--- src/sv/dfr_pkg.sv ---
// types and constants for the dhcp fqdn flag rewriter
// no dependencies
`default_nettype none

package dfr_pkg;

   localparam int HEADER_LENGTH_DEFAULT  = 236;
   localparam int POSITION_WIDTH_DEFAULT = 16;
   localparam int COOKIE_BYTES           = 4;

   localparam logic [31:0] MAGIC_COOKIE    = 32'h6382_5363;
   localparam logic [7:0]  OPT_PAD         = 8'd0;
   localparam logic [7:0]  OPT_FQDN        = 8'd81;
   localparam logic [7:0]  OPT_END         = 8'd255;
   localparam logic [7:0]  FLAG_TEST_MASK  = 8'h09;
   localparam logic [7:0]  FLAG_CLEAR_MASK = 8'hF7;

   typedef enum logic [2:0] {
      PH_HEADER = 3'd0,
      PH_COOKIE = 3'd1,
      PH_CODE   = 3'd2,
      PH_LEN    = 3'd3,
      PH_BODY   = 3'd4,
      PH_DONE   = 3'd5
   } phase_type;

   typedef enum logic [2:0] {
      ST_OK           = 3'd0,
      ST_SHORT_HEADER = 3'd1,
      ST_NO_OPTIONS   = 3'd2,
      ST_SHORT_COOKIE = 3'd3,
      ST_BAD_COOKIE   = 3'd4
   } status_type;

   typedef struct packed {
      logic [7:0] data_byte;
      logic       is_last;
   } req_type;

   typedef struct packed {
      logic [7:0] out_byte;
      logic       out_last;
      logic       drop;
      logic [2:0] status;
   } rsp_type;

endpackage

`default_nettype wire

--- src/sv/dfr_parser.sv ---
// option walker: parse state and per-byte rewrite and status logic
// depends on dfr_pkg
`default_nettype none

module dfr_parser #(
   parameter int HEADER_LENGTH  = dfr_pkg::HEADER_LENGTH_DEFAULT,
   parameter int POSITION_WIDTH = dfr_pkg::POSITION_WIDTH_DEFAULT
) (
   input  wire logic             clock,
   input  wire logic             reset,
   input  wire logic             step,
   input  wire dfr_pkg::req_type item,
   output dfr_pkg::rsp_type      result
);

   localparam logic [POSITION_WIDTH-1:0] HDR_POS = POSITION_WIDTH'(HEADER_LENGTH);
   localparam logic [POSITION_WIDTH-1:0] COOKIE_END_POS =
      POSITION_WIDTH'(HEADER_LENGTH + dfr_pkg::COOKIE_BYTES);

   logic [POSITION_WIDTH-1:0] pos_ff, pos_in;
   dfr_pkg::phase_type        phase_ff, phase_in;
   logic [23:0]               cookie_ff, cookie_in;
   logic [7:0]                left_ff, left_in;
   logic                      fqdn_ff, fqdn_in;
   logic                      first_ff, first_in;
   logic                      bad_cookie_ff, bad_cookie_in;

   logic [7:0] b;
   logic [7:0] left_dec;

   assign b        = item.data_byte;
   assign left_dec = left_ff - 8'd1;
   // position saturates at all ones
   assign pos_in   = (pos_ff == '1) ? pos_ff : pos_ff + 1'b1;

   // next state
   always_comb begin
      phase_in      = phase_ff;
      cookie_in     = cookie_ff;
      left_in       = left_ff;
      fqdn_in       = fqdn_ff;
      first_in      = first_ff;
      bad_cookie_in = bad_cookie_ff;
      case (phase_ff)
         dfr_pkg::PH_HEADER: begin
            if (pos_in >= HDR_POS) begin
               phase_in = dfr_pkg::PH_COOKIE;
            end
         end
         dfr_pkg::PH_COOKIE: begin
            cookie_in = {cookie_ff[15:0], b};
            if (pos_in >= COOKIE_END_POS) begin
               if ({cookie_ff, b} == dfr_pkg::MAGIC_COOKIE) begin
                  phase_in = dfr_pkg::PH_CODE;
               end else begin
                  bad_cookie_in = 1'b1;
                  phase_in      = dfr_pkg::PH_DONE;
               end
            end
         end
         dfr_pkg::PH_CODE: begin
            if (b == dfr_pkg::OPT_END) begin
               phase_in = dfr_pkg::PH_DONE;
            end else if (b != dfr_pkg::OPT_PAD) begin
               fqdn_in  = (b == dfr_pkg::OPT_FQDN);
               phase_in = dfr_pkg::PH_LEN;
            end
         end
         dfr_pkg::PH_LEN: begin
            left_in = b;
            if (b == 8'd0) begin
               fqdn_in  = 1'b0;
               phase_in = dfr_pkg::PH_CODE;
            end else begin
               first_in = fqdn_ff;
               phase_in = dfr_pkg::PH_BODY;
            end
         end
         dfr_pkg::PH_BODY: begin
            first_in = 1'b0;
            left_in  = left_dec;
            if (left_dec == 8'd0) begin
               fqdn_in  = 1'b0;
               phase_in = dfr_pkg::PH_CODE;
            end
         end
         default: begin
            phase_in = dfr_pkg::PH_DONE;
         end
      endcase
   end

   // outputs
   always_comb begin
      dfr_pkg::status_type st;
      st = dfr_pkg::ST_OK;
      if (item.is_last) begin
         case (phase_in)
            dfr_pkg::PH_HEADER: st = dfr_pkg::ST_SHORT_HEADER;
            dfr_pkg::PH_COOKIE: begin
               st = (pos_in == HDR_POS) ? dfr_pkg::ST_NO_OPTIONS : dfr_pkg::ST_SHORT_COOKIE;
            end
            default: st = bad_cookie_in ? dfr_pkg::ST_BAD_COOKIE : dfr_pkg::ST_OK;
         endcase
      end
      result.out_byte = b;
      if (phase_ff == dfr_pkg::PH_BODY && first_ff &&
          (b & dfr_pkg::FLAG_TEST_MASK) == dfr_pkg::FLAG_TEST_MASK) begin
         result.out_byte = b & dfr_pkg::FLAG_CLEAR_MASK;
      end
      result.out_last = item.is_last;
      result.drop     = (st != dfr_pkg::ST_OK);
      result.status   = st;
   end

   always_ff @(posedge clock) begin
      if (reset || (step && item.is_last)) begin
         pos_ff        <= '0;
         phase_ff      <= dfr_pkg::PH_HEADER;
         cookie_ff     <= '0;
         left_ff       <= '0;
         fqdn_ff       <= 1'b0;
         first_ff      <= 1'b0;
         bad_cookie_ff <= 1'b0;
      end else if (step) begin
         pos_ff        <= pos_in;
         phase_ff      <= phase_in;
         cookie_ff     <= cookie_in;
         left_ff       <= left_in;
         fqdn_ff       <= fqdn_in;
         first_ff      <= first_in;
         bad_cookie_ff <= bad_cookie_in;
      end
   end

endmodule

`default_nettype wire

--- src/sv/dhcp_fqdn_flag_rewriter_unit.sv ---
// DHCPv4 option walker that clears the FQDN N bit when N and S are both set
// Usage:
//   req channel carries one packet byte per request with is_last on the final
//   byte; rsp channel returns one result per request in the same order, with
//   the byte passed through or the FQDN flags byte with bit 3 cleared.
//   drop and status are meaningful on the last byte only (zero elsewhere).
// A request accepted into the input register shows on rsp_valid once it moves to the result register.
// Throughput: one request per cycle while rsp_ready stays high; the parse state update is a single
//   pass of logic between the input register and the result register.
// Parser state returns to its reset values after each last byte, so
//   packets follow one another with no gap.
// Reset clears both register stages and the parse state.
// When rsp_ready is low the result holds; the input register still takes
//   one more request, then req_ready falls until the result is taken.
// Depends on dfr_pkg and dfr_parser.
`default_nettype none

module dhcp_fqdn_flag_rewriter_unit #(
   parameter int HEADER_LENGTH  = dfr_pkg::HEADER_LENGTH_DEFAULT,
   parameter int POSITION_WIDTH = dfr_pkg::POSITION_WIDTH_DEFAULT
) (
   input  wire logic             clock,
   input  wire logic             reset,
   input  wire logic             req_valid,
   output logic                  req_ready,
   input  wire dfr_pkg::req_type req_data,
   output logic                  rsp_valid,
   input  wire logic             rsp_ready,
   output dfr_pkg::rsp_type      rsp_data
);

   logic             in_valid_ff;
   dfr_pkg::req_type in_ff;
   logic             out_valid_ff;
   dfr_pkg::rsp_type out_ff;
   dfr_pkg::rsp_type result;
   logic             advance;

   // request moves into the result register when that is free or draining
   assign advance   = in_valid_ff && (!out_valid_ff || rsp_ready);
   assign req_ready = !in_valid_ff || advance;
   assign rsp_valid = out_valid_ff;
   assign rsp_data  = out_ff;

   dfr_parser #(
      .HEADER_LENGTH (HEADER_LENGTH),
      .POSITION_WIDTH(POSITION_WIDTH)
   ) u_parser (
      .clock (clock),
      .reset (reset),
      .step  (advance),
      .item  (in_ff),
      .result(result)
   );

   always_ff @(posedge clock) begin
      if (reset) begin
         in_valid_ff  <= 1'b0;
         out_valid_ff <= 1'b0;
      end else begin
         if (req_ready) begin
            in_valid_ff <= req_valid;
         end
         if (advance) begin
            out_valid_ff <= 1'b1;
         end else if (rsp_ready) begin
            out_valid_ff <= 1'b0;
         end
      end
   end

   always_ff @(posedge clock) begin
      if (req_valid && req_ready) begin
         in_ff <= req_data;
      end
      if (advance) begin
         out_ff <= result;
      end
   end

endmodule

`default_nettype wire

--- config.mk ---
export PLATFORM = sky130hd
export DESIGN_NAME = dhcp_fqdn_flag_rewriter_unit
export DESIGN_NICKNAME = d
export VERILOG_FILES = /design/src/sv/dfr_pkg.sv /design/src/sv/dfr_parser.sv /design/src/sv/dhcp_fqdn_flag_rewriter_unit.sv
export SDC_FILE = /design/constraint.sdc
export NUM_CORES = 1
export LEC_CHECK = 0
export BUFFER_PORTS_ARGS = -buffer_cell sky130_fd_sc_hd__buf_4
export CAP_MARGIN = 5
export CORE_ASPECT_RATIO = 1.75
export CORE_MARGIN = 3
export CORE_UTILIZATION = 45
export CTS_CLUSTER_SIZE = 25
export DETAILED_ROUTE_END_ITERATION = 16
export GPL_ROUTABILITY_DRIVEN = 0
export MAX_ROUTING_LAYER = met4
export PLACE_DENSITY = 0.69
export RECOVER_POWER = 50
export SKIP_LAST_GASP = 1
export SYNTH_ARGS = -nofsm -noshare
export SYNTH_HDL_FRONTEND = slang
export SYNTH_SLANG_ARGS = --single-unit
--- constraint.sdc ---
create_clock -name clock -period 2.59 [get_ports clock]
set_input_delay 0.1295 -clock clock [delete_from_list [all_inputs] [get_ports clock]]
set_output_delay 0.1295 -clock clock [all_outputs]
set_load 0.02 [all_outputs]
==> results.md <==
- Status: finished, final reports clean
- Routed wire length: 9320 um
- Die area: slightly below 10000 um2
- Max Fclk: 418 MHz
- # diodes: 0
- Worst Tran Pin Value: between 0.6 and 0.7 ns
- Max-cap violations: 0
- CTS tree: yes
- Setup violators final: 0
- CP required: 2.86 ns
- Min-Delay Path Class: primary input to flip-flop
- Synth top area share: ~29%
- Period Utilization, post-route: 92.3%
- Crit path capture type: flip-flop
- TritonRoute pass-1 iters: 4
- Vias in the first global route: 3379
- # port buffers: 27
- Worst skew pair latency: 0.33 ns
- Cell taking the most area after synthesis: dfxtp_1
- Critical Path Slowest Stage Cell: or4_1
- Rel. slew slack: 57.7%
- Synth area leaders: dfxtp_1 29%, edfxtp_1 17%, mux2i_1 7.4%
- Final Cell Area: 4560 um2
- Dpl hpwl: 6750 um
- Leakage: about 1.8 nW
- Crit-path cells: nand4_1, or4_4, nand4_1, xnor2_1, a211oi_4, or4_1, o21ai_1
- CTS buffer count: 9
- DRC: 0
- H-Tree Depth: 3
- CTS clk-pin slew, worst paths: 0.06 ns
- Most common cell on crit path: nand4_1
- Ports: 28
- Initial drt markers: 256
- Fraction of layout cells with a size suffix above 1: 12.4%
- Drt via density: between 5 and 6
- Setup TNS: 0 ns
- Cells after Synth: about 420
- Number of distinct library cells after synthesis: 56
- Die span in x: 75.6 um
- EDFF count, synth: 22
- Post-Syn Area per Cell: just over 9 um2
- CP startpoint kind: flip-flop
- Largest net degree at the start of global routing: 33
- Maximum fanout along the worst path: 7
- Hold depth: 3
- Syn_nets: 433
- Cell area after synthesis: 3810 um2
- Setup CP Type: flip-flop to flip-flop
- R2R depth: 7
- Fillers: 717
- Async SR Flop Fraction: 0%
- Slowest cell delay on critical path: 0.56 ns
- Initial Utilization: between 40% and 50%
- #FFs+latches synth: 78
- WL per Instance: 16.5 um
- Clock root cell: clkbuf_16
- CTS max path bufs: 2
- Multi-input gate area: 1890 um2
- First-pass GRT wire length: 15300 um
- FF+latch area: 1780 um2
- Reg-to-reg setup timing slack: approximately 0.20 ns
- Total Routing Usage GR: between 20% and 30%
- Die Ht: about 130 um
- Hold Vio Cnt, Final: 0
- Fin Clk Skew: around 0.007 ns
- Yosys warns: 0
- Dpl cell area: 4240 um2
- Slew Limit Fails: 0
- Core footprint: 8070 um2
- CTS Sinks: 78
- FP Rows: between 40 and 50
- Nets@finish: 487
- Critical Path AT: between 2 and 3 ns
- RSZ-0062 raised after global routing: no
- Setup Fix Bufs, Post-CTS: 0
- Area Overhead vs Synth: 19.7%
- Top_reg_cell synth: dfxtp_1
- Final critical-path required period: 2.39 ns
- Register area share after synthesis: a little under half
- Initial antenna violation count: 0
- Vias: approximately 3300
- Post-DRT Antenna Nets: 0
- Max VDD drop: roughly 0.44 mV
- Gr ovfl total: 0
- P per Cell Area: 586 nW/um2
-- cells in the final DEF (no fill, tap or decap), types with 11 or more instances in the layout --
master,instances
nand2_1,26
clkbuf_16,11
clkbuf_1,25
a21oi_1,27
dfxtp_1,56
mux2i_1,28
buf_4,24
nor3_1,14
edfxtp_1,22
nand4_1,12
nor2_1,72
o21ai_0,17
-- worst max-delay path: cells and delay by family, from the launching register on --
| kind | cells | cell delay (ns) |
|---|---|---|
| and+or+nand+nor | 4 | 1.48 |
| xor gates and xnor gates | 1 | 0.17 |
| DFF | 1 | 0.46 |
| AOI/OAI and AO/OA | 2 | 0.21 |
-- worst paths after layout --
path                              startpoint                                   to
max          u_parser.pos_ff[9]$_SDFFE_PP0P_  u_parser.bad_cookie_ff$_SDFFE_PP0P_
min                                req_valid             in_valid_ff$_SDFFE_PP0N_
max reg2reg  u_parser.pos_ff[9]$_SDFFE_PP0P_  u_parser.bad_cookie_ff$_SDFFE_PP0P_
min reg2reg   u_parser.first_ff$_SDFFE_PP0P_       u_parser.first_ff$_SDFFE_PP0P_
-- timing repair --
item | in CTS | in global routing
setup endpoints to repair | 0 | 1
gates resized for setup | 0 | 1
hold buffers | 10 | 0
hold endpoints to repair | 11 | 0
-- layer usage --
layer / part of all wire (%) / global-route usage [%] / up-vias
li1: - / - / 1628
met1: 38 / 21.2 / 1592
met2: 56 / 37.7 / 58
met3: 2.7 / 3.69 / 23
met4: 3.1 / 11.5 / 0
met5: 0 / - / -
-- sequential cells by signal (all words and copies together) (netlist names) --
name and count:
in_ff 9, in_valid_ff 1, rsp_data 13, rsp_valid 1, u_parser.bad_cookie_ff 1, u_parser.cookie_ff 24, u_parser.first_ff 1, u_parser.fqdn_ff 1
u_parser.left_ff 8, u_parser.phase_ff 3, u_parser.pos_ff 16
-- per-stage QoR --
| step | utilization [%] | worst slack (ns) | instances | power (W) | hold WS [ns] |
|---|---|---|---|---|---|
| 2_1_floorplan | - | 0.121 | 417 | 0.00138 | 0.202 |
| 3_3_place_gp | 52.5 | 0.218 | 540 | 0.00145 | 0.309 |
| 3_5_place_dp | 52.5 | 0.135 | 540 | 0.00145 | 0.309 |
| 4_1_cts | 57.6 | 0.132 | 566 | 0.00273 | 0.00568 |
| 5_1_grt | 56.5 | 0.0198 | 566 | 0.00278 | 0.0305 |
| 6_report | 56.5 | 0.199 | 566 | 0.00267 | 0.0141 |
-- cells in the mapped netlist (2+ instances only) --
cell,instances
a21oi_1,27
nand2_1,26
or2_2,3
xnor2_1,8
nor3_1,14
a211oi_1,5
o31a_1,2
o21ai_0,17
dfxtp_1,56
buf_4,3
a31oi_1,3
a21o_1,3
and2_1,2
ha_1,3
mux2i_1,28
a22oi_1,3
or4_1,5
nor4bb_1,2
nor4_1,6
nand3b_1,4
nor2b_1,3
and3_1,6
o221ai_1,2
clkbuf_1,13
xor2_1,4
nor4b_1,3
nor2_1,72
nor3b_1,2
nand4_1,12
o211ai_1,4
buf_2,6
or4_4,2
edfxtp_1,22
nand2b_1,5
nand3_1,10
inv_1,10
o21ai_1,2
-- cells by family after synthesis --
group                    synth area share [%]
AND/OR/NAND/NOR                          24.9
AO/OA/AOI/OAI                            13.4
flip-flops                               46.8
buffers and inverters                    3.84
multiplexers                             7.36
XOR/XNOR                                 2.76
adder cells (fa/ha/maj)                 0.985
-- layout make-up --
type	instances	area share, %
Tap cell	90	2.47
Sequential cell	78	39.1
Clock inverter	3	0.521
Inverter	11	0.905
Multi-Input combinational cell	305	41.3
Clock buffer	13	6.20
Timing Repair Buffer	66	9.52
-- where the power goes --
group | leakage [nW] | internal (W) | switching [W] | total (W)
logic | 0.991 | 0.0000452 | 0.0000845 | 0.000130
clock network | 0.151 | 0.000770 | 0.000484 | 0.00125
registers | 0.662 | 0.00128 | 0.0000115 | 0.00129
total | 1.80 | 0.00209 | 0.000580 | 0.00267
Note: power is estimated with default switching activity, not from simulation.
